**src/hdl/olad_pkg.sv**
```systemverilog
// shared types and constants for the ordered list block
// no dependencies; imported by every module of the block except olad_ram
`default_nettype none

package olad_pkg;

  localparam int unsigned LIST_DEPTH_DEF = 16;
  localparam int unsigned ID_W           = 32;
  localparam int unsigned OP_W           = 2;
  localparam int unsigned STATUS_W       = 3;

  typedef enum logic [OP_W-1:0] {
    OP_APPEND = 2'd0,
    OP_DELETE = 2'd1,
    OP_DUMP   = 2'd2
  } opcode_e;

  typedef enum logic [STATUS_W-1:0] {
    ST_INSERTED = 3'd0,
    ST_DELETED  = 3'd1,
    ST_NOTFOUND = 3'd2,
    ST_EMPTY    = 3'd3,
    ST_FULL     = 3'd4,
    ST_LISTED   = 3'd5
  } status_e;

  typedef enum logic [3:0] {
    S_IDLE,
    S_DISPATCH,
    S_DEL_RD,
    S_DEL_CHK,
    S_SHIFT_CHK,
    S_SHIFT_RD,
    S_SHIFT_WR,
    S_DUMP_RD,
    S_DUMP_OUT,
    S_RESP
  } state_e;

  typedef struct packed {
    logic    in_load;
    logic    idx_clr;
    logic    idx_inc;
    logic    rd_en;
    logic    rd_next;
    logic    wr_en;
    logic    wr_shift;
    logic    cnt_inc;
    logic    cnt_dec;
    logic    out_load;
    status_e out_status;
    logic    out_last;
  } olad_cmd_t;

  typedef struct packed {
    opcode_e op;
    logic    full;
    logic    empty;
    logic    match;
    logic    idx_last;
    logic    out_free;
  } olad_sts_t;

endpackage

`default_nettype wire

```
**src/hdl/olad_ram.sv**
```systemverilog
// generic single write port ram with registered read
// no dependencies
`default_nettype none

module olad_ram #(
  parameter int unsigned WIDTH = 32,
  parameter int unsigned DEPTH = 16
) (
  input  wire logic                     clk_i,
  input  wire logic                     we_i,
  input  wire logic [$clog2(DEPTH)-1:0] waddr_i,
  input  wire logic [WIDTH-1:0]         wdata_i,
  input  wire logic                     re_i,
  input  wire logic [$clog2(DEPTH)-1:0] raddr_i,
  output      logic [WIDTH-1:0]         rdata_o
);

  logic [WIDTH-1:0] mem_q [DEPTH];
  logic [WIDTH-1:0] rdata_q;

  always_ff @(posedge clk_i) begin
    if (we_i) begin
      mem_q[waddr_i] <= wdata_i;
    end
    if (re_i) begin
      rdata_q <= mem_q[raddr_i];
    end
  end

  assign rdata_o = rdata_q;

endmodule

`default_nettype wire

```
**src/hdl/olad_datapath.sv**
```systemverilog
// datapath: entry ram, count and index registers, item latch, output register
// depends on olad_pkg and olad_ram
`default_nettype none

module olad_datapath #(
  parameter int unsigned LIST_DEPTH = olad_pkg::LIST_DEPTH_DEF
) (
  input  wire logic                        clk_i,
  input  wire logic                        rst_ni,
  input  wire logic [olad_pkg::ID_W-1:0]     s_tdata_i,
  input  wire logic [olad_pkg::OP_W-1:0]     s_tuser_i,
  output      logic [olad_pkg::ID_W-1:0]     m_tdata_o,
  output      logic [olad_pkg::STATUS_W-1:0] m_tuser_o,
  output      logic                        m_tlast_o,
  output      logic                        m_tvalid_o,
  input  wire logic                        m_tready_i,
  input  wire olad_pkg::olad_cmd_t         cmd_i,
  output      olad_pkg::olad_sts_t         sts_o
);

  import olad_pkg::*;

  localparam int unsigned AW = $clog2(LIST_DEPTH);
  localparam int unsigned CW = $clog2(LIST_DEPTH + 1);

  logic [ID_W-1:0] id_q;
  opcode_e         op_q;
  logic [CW-1:0]   cnt_d, cnt_q;
  logic [AW-1:0]   idx_d, idx_q;
  logic [AW-1:0]   waddr, raddr;
  logic [ID_W-1:0] wdata, rdata;
  logic            valid_q;
  logic [ID_W-1:0] val_q, val_d;
  status_e         stat_q;
  logic            last_q;
  logic            out_free;

  olad_ram #(
    .WIDTH (ID_W),
    .DEPTH (LIST_DEPTH)
  ) u_ram (
    .clk_i   (clk_i),
    .we_i    (cmd_i.wr_en),
    .waddr_i (waddr),
    .wdata_i (wdata),
    .re_i    (cmd_i.rd_en),
    .raddr_i (raddr),
    .rdata_o (rdata)
  );

  assign waddr = cmd_i.wr_shift ? idx_q : cnt_q[AW-1:0];
  assign wdata = cmd_i.wr_shift ? rdata : id_q;
  assign raddr = cmd_i.rd_next ? idx_q + AW'(1) : idx_q;

  always_comb begin
    cnt_d = cnt_q;
    if (cmd_i.cnt_inc) begin
      cnt_d = cnt_q + CW'(1);
    end else if (cmd_i.cnt_dec) begin
      cnt_d = cnt_q - CW'(1);
    end
  end

  always_comb begin
    idx_d = idx_q;
    if (cmd_i.idx_clr) begin
      idx_d = '0;
    end else if (cmd_i.idx_inc) begin
      idx_d = idx_q + AW'(1);
    end
  end

  always_ff @(posedge clk_i or negedge rst_ni) begin
    if (!rst_ni) begin
      cnt_q <= '0;
      idx_q <= '0;
    end else begin
      cnt_q <= cnt_d;
      idx_q <= idx_d;
    end
  end

  always_ff @(posedge clk_i) begin
    if (cmd_i.in_load) begin
      id_q <= s_tdata_i;
      op_q <= opcode_e'(s_tuser_i);
    end
  end

  // output register
  assign out_free = !valid_q || m_tready_i;

  always_comb begin
    unique case (cmd_i.out_status)
      ST_EMPTY:  val_d = '0;
      ST_LISTED: val_d = rdata;
      default:   val_d = id_q;
    endcase
  end

  always_ff @(posedge clk_i or negedge rst_ni) begin
    if (!rst_ni) begin
      valid_q <= 1'b0;
    end else if (cmd_i.out_load) begin
      valid_q <= 1'b1;
    end else if (m_tready_i) begin
      valid_q <= 1'b0;
    end
  end

  always_ff @(posedge clk_i) begin
    if (cmd_i.out_load) begin
      val_q  <= val_d;
      stat_q <= cmd_i.out_status;
      last_q <= cmd_i.out_last;
    end
  end

  assign m_tvalid_o = valid_q;
  assign m_tdata_o  = val_q;
  assign m_tuser_o  = stat_q;
  assign m_tlast_o  = last_q;

  assign sts_o.op       = op_q;
  assign sts_o.full     = (cnt_q == CW'(LIST_DEPTH));
  assign sts_o.empty    = (cnt_q == '0);
  assign sts_o.match    = (rdata == id_q);
  assign sts_o.idx_last = ((CW'(idx_q) + CW'(1)) == cnt_q);
  assign sts_o.out_free = out_free;

`ifndef SYNTHESIS
  a_cnt_bound: assert property (@(posedge clk_i) disable iff (!rst_ni)
    cnt_q <= CW'(LIST_DEPTH))
    else $error("entry count above depth");

  a_load_free: assert property (@(posedge clk_i) disable iff (!rst_ni)
    cmd_i.out_load |-> out_free)
    else $error("output overwritten while stalled");

  a_inc_not_full: assert property (@(posedge clk_i) disable iff (!rst_ni)
    cmd_i.cnt_inc |-> (cnt_q != CW'(LIST_DEPTH)) && !cmd_i.cnt_dec)
    else $error("append into full list");

  a_dec_not_empty: assert property (@(posedge clk_i) disable iff (!rst_ni)
    cmd_i.cnt_dec |=> cnt_q == $past(cnt_q) - CW'(1))
    else $error("bad count after delete");
`endif

endmodule

`default_nettype wire

```
**src/hdl/olad_ctrl.sv**
```systemverilog
// controller state machine: sequences append, delete search and shift, dump
// depends on olad_pkg
`default_nettype none

module olad_ctrl (
  input  wire logic                clk_i,
  input  wire logic                rst_ni,
  input  wire logic                s_tvalid_i,
  output      logic                s_tready_o,
  output      olad_pkg::olad_cmd_t cmd_o,
  input  wire olad_pkg::olad_sts_t sts_i
);

  import olad_pkg::*;

  state_e  state_d, state_q;
  status_e resp_d, resp_q;

  always_ff @(posedge clk_i or negedge rst_ni) begin
    if (!rst_ni) begin
      state_q <= S_IDLE;
      resp_q  <= ST_INSERTED;
    end else begin
      state_q <= state_d;
      resp_q  <= resp_d;
    end
  end

  // next state
  always_comb begin
    state_d = state_q;
    unique case (state_q)
      S_IDLE: begin
        if (s_tvalid_i) state_d = S_DISPATCH;
      end
      S_DISPATCH: begin
        unique case (sts_i.op)
          OP_APPEND: state_d = S_RESP;
          OP_DELETE: state_d = sts_i.empty ? S_RESP : S_DEL_RD;
          OP_DUMP:   state_d = sts_i.empty ? S_RESP : S_DUMP_RD;
          default:   state_d = S_IDLE;
        endcase
      end
      S_DEL_RD: state_d = S_DEL_CHK;
      S_DEL_CHK: begin
        priority if (sts_i.match) state_d = S_SHIFT_CHK;
        else if (sts_i.idx_last)  state_d = S_RESP;
        else                      state_d = S_DEL_RD;
      end
      S_SHIFT_CHK: state_d = sts_i.idx_last ? S_RESP : S_SHIFT_RD;
      S_SHIFT_RD:  state_d = S_SHIFT_WR;
      S_SHIFT_WR:  state_d = S_SHIFT_CHK;
      S_DUMP_RD:   state_d = S_DUMP_OUT;
      S_DUMP_OUT: begin
        if (sts_i.out_free) state_d = sts_i.idx_last ? S_IDLE : S_DUMP_RD;
      end
      S_RESP: begin
        if (sts_i.out_free) state_d = S_IDLE;
      end
      default: state_d = S_IDLE;
    endcase
  end

  // outputs
  always_comb begin
    cmd_o            = '0;
    cmd_o.out_status = resp_q;
    cmd_o.out_last   = 1'b1;
    resp_d           = resp_q;
    s_tready_o       = 1'b0;
    unique case (state_q)
      S_IDLE: begin
        s_tready_o    = 1'b1;
        cmd_o.in_load = s_tvalid_i;
      end
      S_DISPATCH: begin
        unique case (sts_i.op)
          OP_APPEND: begin
            if (sts_i.full) begin
              resp_d = ST_FULL;
            end else begin
              cmd_o.wr_en   = 1'b1;
              cmd_o.cnt_inc = 1'b1;
              resp_d        = ST_INSERTED;
            end
          end
          OP_DELETE, OP_DUMP: begin
            if (sts_i.empty) resp_d = ST_EMPTY;
            else             cmd_o.idx_clr = 1'b1;
          end
          default: ;
        endcase
      end
      S_DEL_RD: cmd_o.rd_en = 1'b1;
      S_DEL_CHK: begin
        if (!sts_i.match) begin
          if (sts_i.idx_last) resp_d = ST_NOTFOUND;
          else                cmd_o.idx_inc = 1'b1;
        end
      end
      S_SHIFT_CHK: begin
        if (sts_i.idx_last) begin
          cmd_o.cnt_dec = 1'b1;
          resp_d        = ST_DELETED;
        end
      end
      S_SHIFT_RD: begin
        cmd_o.rd_en   = 1'b1;
        cmd_o.rd_next = 1'b1;
      end
      S_SHIFT_WR: begin
        cmd_o.wr_en    = 1'b1;
        cmd_o.wr_shift = 1'b1;
        cmd_o.idx_inc  = 1'b1;
      end
      S_DUMP_RD: cmd_o.rd_en = 1'b1;
      S_DUMP_OUT: begin
        cmd_o.out_status = ST_LISTED;
        cmd_o.out_last   = sts_i.idx_last;
        if (sts_i.out_free) begin
          cmd_o.out_load = 1'b1;
          cmd_o.idx_inc  = 1'b1;
        end
      end
      S_RESP: cmd_o.out_load = sts_i.out_free;
      default: ;
    endcase
  end

`ifndef SYNTHESIS
  a_ready_idle: assert property (@(posedge clk_i) disable iff (!rst_ni)
    s_tready_o |-> !cmd_o.out_load && !cmd_o.wr_en)
    else $error("datapath busy while taking an item");

  a_accept_dispatch: assert property (@(posedge clk_i) disable iff (!rst_ni)
    (s_tready_o && s_tvalid_i) |=> state_q == S_DISPATCH)
    else $error("accepted item not dispatched");

  a_shift_pair: assert property (@(posedge clk_i) disable iff (!rst_ni)
    state_q == S_SHIFT_RD |=> cmd_o.wr_en && cmd_o.wr_shift)
    else $error("shift read not followed by write");
`endif

endmodule

`default_nettype wire

```
**src/hdl/ordered_list_append_delete_dump.sv**
```systemverilog
// ordered list of 32-bit ids with append, delete of first match and dump
// input items arrive on the s_axis channel: tuser is the opcode, tdata the id
// results leave on the m_axis channel: tuser is the status, tdata the value,
// tlast marks the final result of an item
// one item is processed at a time; s_axis_tready_o is high only while idle
// steps from acceptance to the result being loaded:
//   append: dispatch writes the entry, then the response state loads the result
//   delete: a read and a check per entry searched, and when found a check, a read
//   and a write per entry moved up, then the response state loads the result
//   dump: a read, then the result is loaded, for each entry in turn
// s_axis_tready_o returns the cycle after the last result is loaded
// an item that causes no result returns from dispatch straight to idle
// results sit in an output register; a stall there holds the sequencer
// while the next item can still be accepted once the previous one finishes
// reset empties the list at once; the entry ram itself is not cleared
// depends on olad_pkg, olad_ctrl, olad_datapath, olad_ram
`default_nettype none

module ordered_list_append_delete_dump #(
  parameter int unsigned LIST_DEPTH = olad_pkg::LIST_DEPTH_DEF
) (
  input  wire logic                          clk_i,
  input  wire logic                          rst_ni,
  input  wire logic                          s_axis_tvalid_i,
  output      logic                          s_axis_tready_o,
  input  wire logic [olad_pkg::ID_W-1:0]     s_axis_tdata_i,  // item_id
  input  wire logic [olad_pkg::OP_W-1:0]     s_axis_tuser_i,  // opcode
  output      logic                          m_axis_tvalid_o,
  input  wire logic                          m_axis_tready_i,
  output      logic [olad_pkg::ID_W-1:0]     m_axis_tdata_o,  // entry_value
  output      logic [olad_pkg::STATUS_W-1:0] m_axis_tuser_o,  // status
  output      logic                          m_axis_tlast_o
);

  import olad_pkg::*;

  olad_cmd_t cmd;
  olad_sts_t sts;

  olad_ctrl u_ctrl (
    .clk_i      (clk_i),
    .rst_ni     (rst_ni),
    .s_tvalid_i (s_axis_tvalid_i),
    .s_tready_o (s_axis_tready_o),
    .cmd_o      (cmd),
    .sts_i      (sts)
  );

  olad_datapath #(
    .LIST_DEPTH (LIST_DEPTH)
  ) u_datapath (
    .clk_i      (clk_i),
    .rst_ni     (rst_ni),
    .s_tdata_i  (s_axis_tdata_i),
    .s_tuser_i  (s_axis_tuser_i),
    .m_tdata_o  (m_axis_tdata_o),
    .m_tuser_o  (m_axis_tuser_o),
    .m_tlast_o  (m_axis_tlast_o),
    .m_tvalid_o (m_axis_tvalid_o),
    .m_tready_i (m_axis_tready_i),
    .cmd_i      (cmd),
    .sts_o      (sts)
  );

endmodule

`default_nettype wire
```
**config.mk**
```make
export PLATFORM = sky130hd
export DESIGN_NAME = ordered_list_append_delete_dump
export DESIGN_NICKNAME = d
export VERILOG_FILES = /design/src/hdl/olad_pkg.sv /design/src/hdl/olad_ram.sv /design/src/hdl/olad_datapath.sv /design/src/hdl/olad_ctrl.sv /design/src/hdl/ordered_list_append_delete_dump.sv
export SDC_FILE = /design/constraint.sdc
export NUM_CORES = 1
export LEC_CHECK = 0
export BUFFER_PORTS_ARGS = -buffer_cell sky130_fd_sc_hd__buf_4
export CORE_MARGIN = 8
export CORE_UTILIZATION = 62
export DETAILED_ROUTE_END_ITERATION = 10
export GPL_TIMING_DRIVEN = 0
export PLACE_DENSITY = 0.79
export SYNTH_ARGS = -nofsm -noshare
export SYNTH_HDL_FRONTEND = slang
export SYNTH_SLANG_ARGS = --single-unit
```
**constraint.sdc**
```tcl
create_clock -name clk_i -period 4.5 [get_ports clk_i]
set_input_delay 0.9 -clock clk_i [delete_from_list [all_inputs] [get_ports clk_i]]
set_output_delay 0.9 -clock clk_i [all_outputs]
set_load 0.01 [all_outputs]
```
; ---- Yosys cells after proc, flatten, opt, wreduce, memory -nomap -nowiden
; Memory sizes are Yosys's and may differ from the RTL's. A register that Yosys moved wholly into a read port is not among the register bits.
; Cells that the tools add are included.
[classes]
n_addsub = 4
n_eq_ne = 24
n_reduce_logical = 13
n_mux = 50
[op_table]
columns = op, n
row1 = case mux 32 bit (2 select lines), 1
row2 = 2-to-1 mux 4 bit, 13
row3 = case mux 4 bit (10 select lines), 1
row4 = equality test 32 bit, 1
row5 = 2-to-1 mux 32 bit, 1
row6 = 2-to-1 mux 1 bit, 20
row7 = 2-to-1 mux 3 bit, 6
row8 = "equality test 4 x 3 -> 1 bit, second input constant", 4
row9 = case mux 4 bit (3 select lines), 1
row10 = 2-to-1 mux 5 bit, 2
row11 = case mux 3 bit (3 select lines), 1
row12 = "equality test 4 x 2 -> 1 bit, second input constant", 2
row13 = "equality test 4 bit, second input constant", 2
row14 = "inequality test 2 x 1 -> 1 bit, second input constant", 4
row15 = "inequality test 3 x 2 -> 1 bit, second input constant", 2
row16 = case mux 3 bit (2 select lines), 1
row17 = AND reduction 6 bit, 1
row18 = nonzero test 2 bit, 3
row19 = "adder 4 x 1 -> 5 bit, second input constant", 1
row20 = "adder 5 x 1 -> 5 bit, second input constant", 1
row21 = equality test 5 bit, 1
row22 = "equality test 5 bit, second input constant", 1
row23 = logical NOT 5 bit, 1
row24 = "subtractor 5 x 1 -> 5 bit, second input constant", 1
row25 = 17 further kinds, 19
[word_totals]
register_bits = 87
inputBits = 38
out_inout_bits = 38
ram_bits = 512
mem_count = 1
[mem_list]
columns = memory, words, word_bits, rd, rd_ports_with_merged_regs, write_ports, line_no
row1 = u_datapath.u_ram.mem_q, 16, 32, 1, 1, 1, olad_ram.sv:18  ; logic [WIDTH-1:0] mem_q [DEPTH];

; ---- Depth between registers and ports, before layout
; Gate-level depths: netlist (run 1).
[depth]
word_depth = 7
mapped_depth = 11

; ---- Cells and area by module
; Synthesis (run 1) repeated with hierarchy kept, for this count alone.
[unflattened]
cells_unflattened = 1206
hier_area_um2 = 24848.8
[by_module_without_submodules]
columns = mod, n_inst, area_per_inst_um2, cells_per_inst, seq_area_each_um2
row1 = olad_ram, 1, 20155.6, 838, 16335.7
row2 = olad_datapath, 1, 3907.5, 265, 2352.3
row3 = olad_ctrl, 1, 785.8, 103, 175.2

; ---- Worst setup path before layout (run 1)
; No wires, ideal clock.
[synth_path]
kind = input -> register
start = input m_axis_tready_i
end = register u_datapath.val_q[0], in the netlist u_datapath.m_tdata_o[0], enable pin
path_slack_ps = 260
required_time_ps = 4018
n_path_buf = 0
arrival_ps = 3758
path_stages = 2
setup_time_ps = 482
path_cell_list = nand2b_1 > nor3b_1
[synth_lines]
columns = item, line_no
row1 = "start, declared", ordered_list_append_delete_dump.sv:29  ; input wire logic m_axis_tready_i,
row2 = "end signal, assigned", olad_datapath.sv:113  ; val_q <= val_d;
row3 = "end, declared", olad_datapath.sv:33  ; logic [ID_W-1:0] val_q, val_d;

; ---- Final worst setup path (run 1)
[layout_path]
start = register u_ctrl.state_q[2]
end = memory u_datapath.u_ram.mem_q[10][21], data pin
[layout_via]
elab_chain_cells = 3
[layout_rtl]
columns = item, line_no
row1 = "start, declared", olad_ctrl.sv:16  ; state_e state_d, state_q;
row2 = "start signal, assigned", olad_ctrl.sv:24  ; state_q <= state_d;
row3 = equality test 4 x 3 -> 1 bit, olad_ctrl.sv:71  ; unique case (state_q)
row4 = 2-to-1 mux 1 bit, olad_ctrl.sv:71
row5 = 2-to-1 mux 32 bit, olad_datapath.sv:52  ; assign wdata = cmd_i.wr_shift ? rdata : id_q;
row6 = named net u_datapath.u_ram.wdata_i[21], olad_ram.sv:12  ; input wire logic [WIDTH-1:0] wdata_i,
row7 = "end, declared", olad_ram.sv:18
; The timed path passes the listed nets, and every way through them passes these cells.

==> flow_summary.toml, run 1 <==
[status]
status = "complete, no violations"

[detailed_routing]
drc = 0
post_drt_wl_per_cell_um = 28.9
via_per_inst = 6.77
dr.first_iter.drc_count = 2908
dr_total_vias = 16400
ant_nets = 0
drt-total-wl_um = 69800
drtPass1Iterations = 6

[yosys]
async_flop_share_pct = 2.69
yosys_warnings = 0
ys_seq_area_share_pct = 74.2
synth_seq_cells = 631
synth_edf_count = 614
synth_nets = 1726
synth.distinct_cells = 54
syn_area_um2 = 25400
avgSynthCellArea_um2 = 15.1
syn_inst = 1679
synth_flop_cell = "edfxtp_1"

[floorplanning]
fp-row-count = 74
die_area_um2 = 47800
die_y_um = 219
die_w_um = 219
start_util_pct = 62.6
core_um2 = 40600
ioPinCount = 76

[global_route]
grt_pass1_wl_um = 103000
grt_use_total_pct = 29.2
overflow = 0
grt_max_degree = 25
grt_pass1_vias = 16500
antenna_found_initial = 0

[cells_and_area]
register_area_um2 = 18900
layout_common_cells = "614 x edfxtp_1, 308 x nand2_1, 134 x nand3_1"
final_nets = 1884
diodes = 0
final_common_cell = "edfxtp_1"
fillers = 2310
area_growth_pct = 15.2
multi_input_area_um2 = 6210
layout-drive-gt1-share_pct = 16.6

[placed_design]
preCtsSetupSlack_ns = 0.948
dp_hpwl_um = 46000
gp_congestion = 0.904
io_buffers = 75

[clocking]
cts_inserted_buffers = 60
cts_setup_buffers = 0
clockBufferDepth = 3
cts_tree = "built"
path_clk_slew_ns = 0.06
clockRootBuffer = "clkbuf_16"
cts_max_level = 2
cts_resized = 0
insertion_delay_ns = 0.64
holdBufCountCts = 0
cts.sinks = 631

[pwr]
irDropWorstVdd_v = 0.000368
p_per_area_nw_per_um2 = 667
total_leakage_power_nw = 10.1

[setup_path]
critPathRequiredTime_ns = 4.85
startpoint = "u_ctrl.state_q[2]$_DFFE_PN0P_"
critPathMaxFanout = 16
end_kind = "flop"
r2r_start = "u_ctrl.state_q[2]$_DFFE_PN0P_"
path_class = "flop to flop"
r2r_cells = 8
critPathArrivalTime_ns = 4.10
critPathLaunchType = "flop"

[sta]
worstMarginPinSlew_ns = 1.41
rsz0062_at_grt = "no"
setup-tns-final_ns = 0
finClkSkew_ns = 0.0188
slew_violations = 0
hold_viol_final = 0
fin_crit_sh_pct = 83.4
fin_crit_ns = 3.75
setup_viol_count_final = 0
setup_slack_ns = 0.749
max_freq_mhz = 267
slew_headroom_pct = 4.89

[job]
max-cap-violations = 0

[min_path]
hold_class = "input port to asynchronous set/reset pin"
## final cells by class
type,count,area share [%]
inverter,12,0.154
multi-input combinational,934,21.2
tap,532,2.27
sequential,631,64.4
timing repair buffer,96,3.50
clock inverter,42,1.53
buffer,102,1.53
clock buffer,70,5.43
## layer usage
metal  track usage, %  up-vias  routed length, um  part of all wire (%)
met5                0        -                  0                     0
met4             16.3        0               4450                   6.4
met3             7.74      294               9190                    13
met2             45.7     1390              32400                    46
met1             37.1     7941              23800                    34
li1                 -     6761                  -                     -
## registers in the layout, summed over array words and instances (netlist names)
signal,count
u_ctrl.resp_q,3
u_datapath.op_q,2
u_datapath.m_tdata_o,32
u_datapath.cnt_q,5
u_datapath.m_tuser_o,3
u_datapath.u_ram.rdata_o,32
u_ctrl.state_q,4
u_datapath.m_tvalid_o,1
u_datapath.idx_q,4
u_datapath.id_q,32
u_datapath.m_tlast_o,1
u_datapath.u_ram.mem_q,512
## report_power, final
group | switching (mW) | internal, mW
clock network | 2.17 | 3.04
registers | 0.382 | 7.42
logic | 4.43 | 2.11
total | 6.98 | 12.6
## final timing paths
path | endpoint | slack [ns]
min in group clk_i | u_datapath.id_q[10]$_DFFE_PP_ | 0.44
worst min-delay path | u_datapath.m_tvalid_o$_DFFE_PN0P_ | 0.13
worst min register to register | u_ctrl.resp_q[2]$_DFFE_PN0P_ | 0.59
max in group asynchronous | u_datapath.cnt_q[3]$_DFFE_PN0P_ | 4.16
worst max-delay path | u_datapath.u_ram.mem_q[10][21]$_DFFE_PP_ | 0.75
worst max register to register | u_datapath.u_ram.mem_q[10][21]$_DFFE_PP_ | 0.75
## per-stage QoR
step / power (mW) / hold WS (ns) / util [%] / instances / area, um2
after floorplan: 11.8 / 0.521 / - / 1679 / 25400
after global placement: 13.8 / 0.559 / 65.6 / 2286 / 26700
after detailed placement: 14.2 / 0.565 / 67.1 / 2307 / 27300
after CTS: 19.3 / 0.134 / 72.1 / 2419 / 29300
after global routing: 20.1 / 0.145 / 72.1 / 2419 / 29300
final: 19.6 / 0.131 / 72.1 / 2419 / 29300
## Yosys cell counts, types with 2 or more instances
cell type | instances | area [um2]
nor3b_1 | 2 | 15.0
inv_1 | 12 | 45.0
xor2_1 | 6 | 52.6
nor2b_1 | 2 | 12.5
clkbuf_1 | 58 | 218
nand3_1 | 134 | 671
nor3_1 | 72 | 360
o211ai_1 | 2 | 15.0
nand3b_1 | 3 | 22.5
xnor2_1 | 40 | 350
buf_1 | 11 | 41.3
a22oi_1 | 3 | 22.5
and2_1 | 3 | 18.8
nor4_1 | 6 | 37.5
or2_2 | 2 | 12.5
o21a_1 | 2 | 15.0
ha_1 | 8 | 100
a31oi_1 | 7 | 43.8
a32oi_1 | 3 | 26.3
buf_2 | 25 | 125
o32ai_1 | 33 | 289
a21o_1 | 3 | 22.5
dfrtp_1 | 17 | 425
edfxtp_1 | 614 | 18400
o21ai_0 | 9 | 45.0
and3_1 | 5 | 31.3
nand4_1 | 9 | 56.3
a211oi_1 | 3 | 22.5
nand2b_1 | 5 | 31.3
a21oi_1 | 108 | 541
a22o_1 | 32 | 280
nor2_1 | 36 | 135
buf_4 | 7 | 52.6
nand2_1 | 308 | 1160
mux2i_1 | 7 | 70.1
mux4_2 | 64 | 1440
## cells by family after synthesis
logic type | Yosys count | share of synthesized area, %
XOR/XNOR | 47 | 1.65
AND/OR/NAND/NOR | 589 | 10.1
multiplexers | 72 | 5.99
flip-flops | 631 | 74.2
AO/OA/AOI/OAI | 217 | 5.63
buffers and inverters | 114 | 1.94
adder cells (fa/ha/maj) | 9 | 0.472
## worst max-delay path, cell delays in order, from the launching register on
cell      delay (ns)
dfrtp_1         0.33
clkbuf_1        0.34
inv_1           0.15
nor2_1          0.33
and3b_1         0.25
clkbuf_1        0.49
buf_1           0.91
nand2_1         0.17
nand2_1         0.48
Power figures use the tool's default switching activity.
==> run 2, diff against run 1 <==
- CORE_UTILIZATION: 62 -> 56
- PLACE_DENSITY: 0.79 -> 0.76
- clock period: 4.5 -> 3.4 ns (I/O delays scaled with it)
==> run 2 against run 1 <==
Against the previous run: the run now ends with DRC, setup timing left; via count decreased by 1.4%; maximum frequency increased by 7.9%; clock-buffer cell count increased by 3; largest power group unchanged; design area increased by 1.3%; clock power increased by 31%; hold slack improved by 0.098 ns; routed wire length about the same; first-iteration DRC count decreased by 18%.
==> flow_summary.toml, run 2 (synthesis gave the netlist of run 1 again) <==
[sta]
setup_viol_count_final = 3
fin_crit_sh_pct = 102
hold_ws_ns = 0.229
finClkSkew_ns = 0.0156
slew_violations = 0
hold_viol_final = 0
setup_slack_ns = -0.0776
slew_headroom_pct = 4.96
max_freq_mhz = 288
fin_crit_ns = 3.48
worstMarginPinSlew_ns = 1.41

[global_route]
overflow = 0
grt_use_total_pct = 26.1
grt_pass1_vias = 16400
grt_pass1_wl_um = 103000
antenna_found_initial = 2
grt_max_degree = 26

[clocking]
cts.sinks = 631
insertion_delay_ns = 0.62
path_clk_slew_ns = 0.07
clockRootBuffer = "clkbuf_16"
clockBufferDepth = 3
cts_inserted_buffers = 61
cts_max_level = 2
cts_tree = "built"

[cells_and_area]
register_area_um2 = 18900
area_growth_pct = 16.7
largest-register = "u_datapath.u_ram.mem_q"
multi_input_area_um2 = 6270
layout-drive-gt1-share_pct = 17.8
final_nets = 1897
layout_common_cells = "614 x edfxtp_1, 308 x nand2_1, 134 x nand3_1"
largest_reg_flops = 512
fillers = 2956
final_common_cell = "edfxtp_1"

[floorplanning]
ioPinCount = 76
core_um2 = 45100
die_area_um2 = 52500
start_util_pct = 56.4
die_w_um = 229
die_y_um = 229
fp-row-count = 78

[setup_path]
critPathArrivalTime_ns = 3.81
path_class = "flop to flop"
critPathLaunchType = "flop"
critPathRequiredTime_ns = 3.73
end_kind = "flop"
critPathMaxFanout = 10

[detailed_routing]
via_per_inst = 6.46
post_drt_wl_per_cell_um = 27.9
dr.first_iter.drc_count = 2388
drtPass1Iterations = 9
drc = 2
ant_nets = 0
dr_total_vias = 16200
drt-total-wl_um = 69800

[placed_design]
gp_congestion = 0.902
dp_hpwl_um = 46200
preCtsSetupSlack_ns = -0.197
io_buffers = 75

[job]
max-cap-violations = 0

[status]
status = "finished with violations"
violations = "DRC, setup timing"

[pwr]
total_leakage_power_nw = 10.2
irDropWorstVdd_v = 0.000546
p_per_area_nw_per_um2 = 872
power.total_mw = 25.9

[min_path]
hold_class = "input port to flop"
[run 2: cell types whose count changed in the layout (fill, tap and decap cells not counted), sizes merged]
cell | before | now
clkbuf | 128 | 133
diode | 0 | 2
dlygate4sd3 | 0 | 1
buf | 140 | 149
inv | 13 | 14
clkinv | 30 | 25
[run 2: critical path, cell delays in order, from the launching register on]
cell	delay [ns]
dfrtp_1	0.37
buf_4	0.16
and4bb_1	0.34
buf_4	0.21
mux2i_1	0.22
buf_2	0.32
buf_1	0.64
a21oi_1	0.09
o32ai_1	0.63
nor3_1	0.21
[run 2: metal layers]
| layer | share of wire, % | global-route usage (%) | vias up |
|---|---|---|---|
| met3 | 13 | 6.03 | 238 |
| met4 | 5.7 | 14.1 | 0 |
| met2 | 47 | 41.4 | 1237 |
| li1 | - | - | 6795 |
| met5 | 0 | 0 | - |
| met1 | 35 | 33.2 | 7885 |
[run 2: power breakdown]
group	switching (mW)	total [mW]	internal, mW	leakage [nW]
registers	0.498	10.3	9.82	5.76
logic	5.87	8.72	2.85	3.44
clock network	2.87	6.84	3.97	0.978
total	9.24	25.9	16.6	10.2
[run 2: area by class of cell]
class / instances / share of cell area, %
clock buffers: 73 / 5.30
clock inverters: 38 / 1.47
well taps: 600 / 2.53
multi-input cells: 934 / 21.1
flip-flops and latches: 631 / 63.6
diodes: 2 / 0.0169
inverters: 12 / 0.152
plain buffers: 101 / 1.54
repair buffers: 109 / 4.28
[run 2: worst paths after layout]
check | from | to | slack, ns | cells past startpoint
min | s_axis_tdata_i[18] | u_datapath.id_q[18]$_DFFE_PP_ | 0.23 | 1
max reg2reg | u_ctrl.state_q[1]$_DFFE_PN0P_ | u_datapath.u_ram.rdata_o[21]$_DFFE_PP_ | -0.08 | 9
max in group asynchronous | rst_ni | u_ctrl.resp_q[1]$_DFFE_PN0P_ | 2.73 | 2
min in group asynchronous | rst_ni | u_datapath.m_tvalid_o$_DFFE_PN0P_ | 0.46 | 2
max | u_ctrl.state_q[1]$_DFFE_PN0P_ | u_datapath.u_ram.rdata_o[21]$_DFFE_PP_ | -0.08 | 9
min reg2reg | u_ctrl.resp_q[2]$_DFFE_PN0P_ | u_ctrl.resp_q[2]$_DFFE_PN0P_ | 0.57 | 1
[run 2: metrics by stage]
| step | cells | setup TNS, ns | instance area (um2) | util [%] |
|---|---|---|---|---|
| floorplan | 1679 | 0 | 25400 | - |
| global placement | 2354 | -930.94 | 26800 | 59.3 |
| detailed placement | 2374 | -18.83 | 27400 | 60.7 |
| CTS | 2494 | 0 | 29500 | 65.5 |
| global route | 2498 | -0.127 | 29700 | 65.8 |
| finish | 2500 | -0.161 | 29700 | 65.8 |
[run 2: timing repair]
action / 4_1_cts / 5_1_grt
hold buffers: 1 / 0
endpoints found under the setup margin: 269 / 908
endpoints found under the hold margin: 17 / 0
buffers inserted: 8 / 5
resized for setup: 4 / 25
pin swaps: 7 / 5
==> run 3, diff against run 2 <==
- CELL_PAD_IN_SITES_DETAIL_PLACEMENT: default -> 1
- CELL_PAD_IN_SITES_GLOBAL_PLACEMENT: default -> 2
- CORE_UTILIZATION: 56 -> 46
- PLACE_DENSITY: 0.76 -> default
- PLACE_DENSITY_LB_ADDON: default -> 0.1
- clock period: 3.4 -> 3.5 ns (I/O delays scaled with it)
==> run 3 against run 2 <==
Against the previous run: the flow now finishes without violations; clock-buffer cell count rose by 13; non-clock buffer count is 3 higher; clock skew increased by 0.0047 ns; first-iteration DRC count is 43% lower; final cell count up 4.5%; core utilization shrank 11 points; power decreased by 1.1%; global-route usage shrank 1.7 points; register-to-register slack gained 0.19 ns; maximum frequency rose by 2.8%; largest power group unchanged.
==> flow_summary.toml, run 3 (synthesis gave the netlist of run 1 again) <==
[floorplanning]
die_area_um2 = 63100
start_util_pct = 46.3
die_y_um = 251
core_um2 = 54900
ioPinCount = 76
fp-row-count = 86
die_w_um = 251

[cells_and_area]
largest_reg_flops = 512
layout_common_cells = "614 x edfxtp_1, 308 x nand2_1, 134 x nand3_1"
layout-drive-gt1-share_pct = 18.5
design_area_um2 = 29900
final_common_cell = "edfxtp_1"
final_nets = 1908
largest-register = "u_datapath.u_ram.mem_q"
area_growth_pct = 17.7
diodes = 0
fillers = 5169

[setup_path]
critPathLaunchType = "flop"
end_kind = "flop"
crit_chain = "clkbuf_1 > nor2_1 > nand3b_1 > clkbuf_1 > a31oi_2 > nor2_4 > buf_12"
crit_top_cell = "clkbuf_1"
critPathMaxFanout = 22
critPathArrivalTime_ns = 3.66
critical_path.max_stage_delay_ns = 0.60
cpLargestDelayFamily = "buffers and inverters"
critPathRequiredTime_ns = 3.78
crit_buf_inv = 3
path_class = "flop to flop"
slowest_stage = "clkbuf_1"

[global_route]
antenna_found_initial = 0
grt_pass1_vias = 16400
grt_pass1_wl_um = 112000
grt_use_total_pct = 24.4
grt_max_degree = 23
overflow = 0

[detailed_routing]
drtPass1Iterations = 6
via_per_inst = 6.04
drt-total-wl_um = 77800
ant_nets = 0
drc = 0
post_drt_wl_per_cell_um = 29.8
dr.first_iter.drc_count = 1368
dr_total_vias = 15800

[sta]
rsz0062_at_grt = "no"
finClkSkew_ns = 0.0203
setup-tns-final_ns = 0
worstMarginPinSlew_ns = 0.991
hold_viol_final = 0
fin_crit_sh_pct = 96.6
slew_violations = 0
setup_viol_count_final = 0
fin_crit_ns = 3.38
max_freq_mhz = 296
slew_headroom_pct = 33.6

[clocking]
cts_max_level = 3
clockBufferDepth = 3
clockRootBuffer = "clkbuf_16"
cts.sinks = 631
cts_inserted_buffers = 69
insertion_delay_ns = 0.60
cts_tree = "built"
path_clk_slew_ns = 0.07

[pwr]
p_per_area_nw_per_um2 = 855
total_leakage_power_nw = 10.3
irDropWorstVdd_v = 0.000468

[status]
status = "complete, no violations"

[job]
max-cap-violations = 0

[min_path]
hold_class = "input port to flop"

[placed_design]
gp_congestion = 0.831
dp_hpwl_um = 51700
io_buffers = 75
place_area_um2 = 27600
[run 3: cell types whose count changed in the layout (fill, tap and decap cells not counted), moves of 3 or more]
cell,delta
inv_6,+3
clkinv_1,+4
buf_4,+3
clkbuf_2,+5
clkbuf_16,+11
clkinv_4,-3
bufinv_16,-7
[run 3: cell type report]
class,count,area [um2],area share (%)
inverter,12,45.0,0.150
timing repair buffer,112,1290,4.32
tap,704,881,2.94
clock inverter,33,221,0.740
clock buffer,86,1850,6.19
multi-input combinational,934,6310,21.1
buffer,101,463,1.55
sequential,631,18900,63.0
[run 3: metrics by stage]
| step | util, % | hold WS (ns) | total power [mW] | setup slack (ns) | instances |
|---|---|---|---|---|---|
| floorplan | - | 0.404 | 15.1 | 0.148 | 1679 |
| global placement | 49.0 | 0.564 | 18.4 | -2.42 | 2458 |
| detailed placement | 50.2 | 0.560 | 18.7 | -0.153 | 2481 |
| CTS | 54.3 | 0.244 | 25.7 | 0.0000231 | 2604 |
| global route | 54.6 | 0.253 | 26.6 | 0.00385 | 2613 |
| finish | 54.6 | 0.277 | 25.6 | 0.117 | 2613 |
[run 3: worst register-to-register path: cells and delay by family, from the launching register on]
| family | cells | cell delay (ns) |
|---|---|---|
| AND/OR/NAND/NOR | 3 | 0.95 |
| buffers and inverters | 3 | 1.32 |
| AO/OA/AOI/OAI | 1 | 0.39 |
| flip-flops | 1 | 0.36 |
[run 3: what timing repair did]
action,in CTS,in global routing
pin swaps,3,7
cloned,0,0
gates resized for setup,10,31
hold buffers,1,0
endpoints found under the hold margin,17,0
setup endpoints to repair,257,545
buffers inserted,4,9
[run 3: path summary, 6_finish.rpt]
path | start | endpoint | slack [ns] | depth (start not counted)
worst max-delay path | u_ctrl.state_q[3]$_DFFE_PN0P_ | u_datapath.u_ram.mem_q[15][19]$_DFFE_PP_ | 0.12 | 7
worst min-delay path | s_axis_tdata_i[28] | u_datapath.id_q[28]$_DFFE_PP_ | 0.28 | 1
worst max register to register | u_ctrl.state_q[3]$_DFFE_PN0P_ | u_datapath.u_ram.mem_q[15][19]$_DFFE_PP_ | 0.12 | 7
worst min register to register | u_ctrl.resp_q[2]$_DFFE_PN0P_ | u_ctrl.resp_q[2]$_DFFE_PN0P_ | 0.56 | 1
max in group asynchronous | rst_ni | u_ctrl.resp_q[0]$_DFFE_PN0P_ | 2.79 | 2
min in group asynchronous | rst_ni | u_datapath.cnt_q[4]$_DFFE_PN0P_ | 0.50 | 2
[run 3: routing by layer]
layer	share of wire (%)	up-vias	wire (um)	track usage [%]
met4	3.0	0	2300	7.85
met5	0	-	0	0
li1	-	6809	-	-
met3	8.1	141	6270	6.34
met1	42	8194	33000	33.2
met2	47	643	36200	38.4
[run 3: power by group]
group	leakage (nW)	internal (mW)	switching (mW)
Sequential	5.76	9.55	0.471
Combinational	3.48	2.79	5.97
Clock	1.02	3.90	2.92
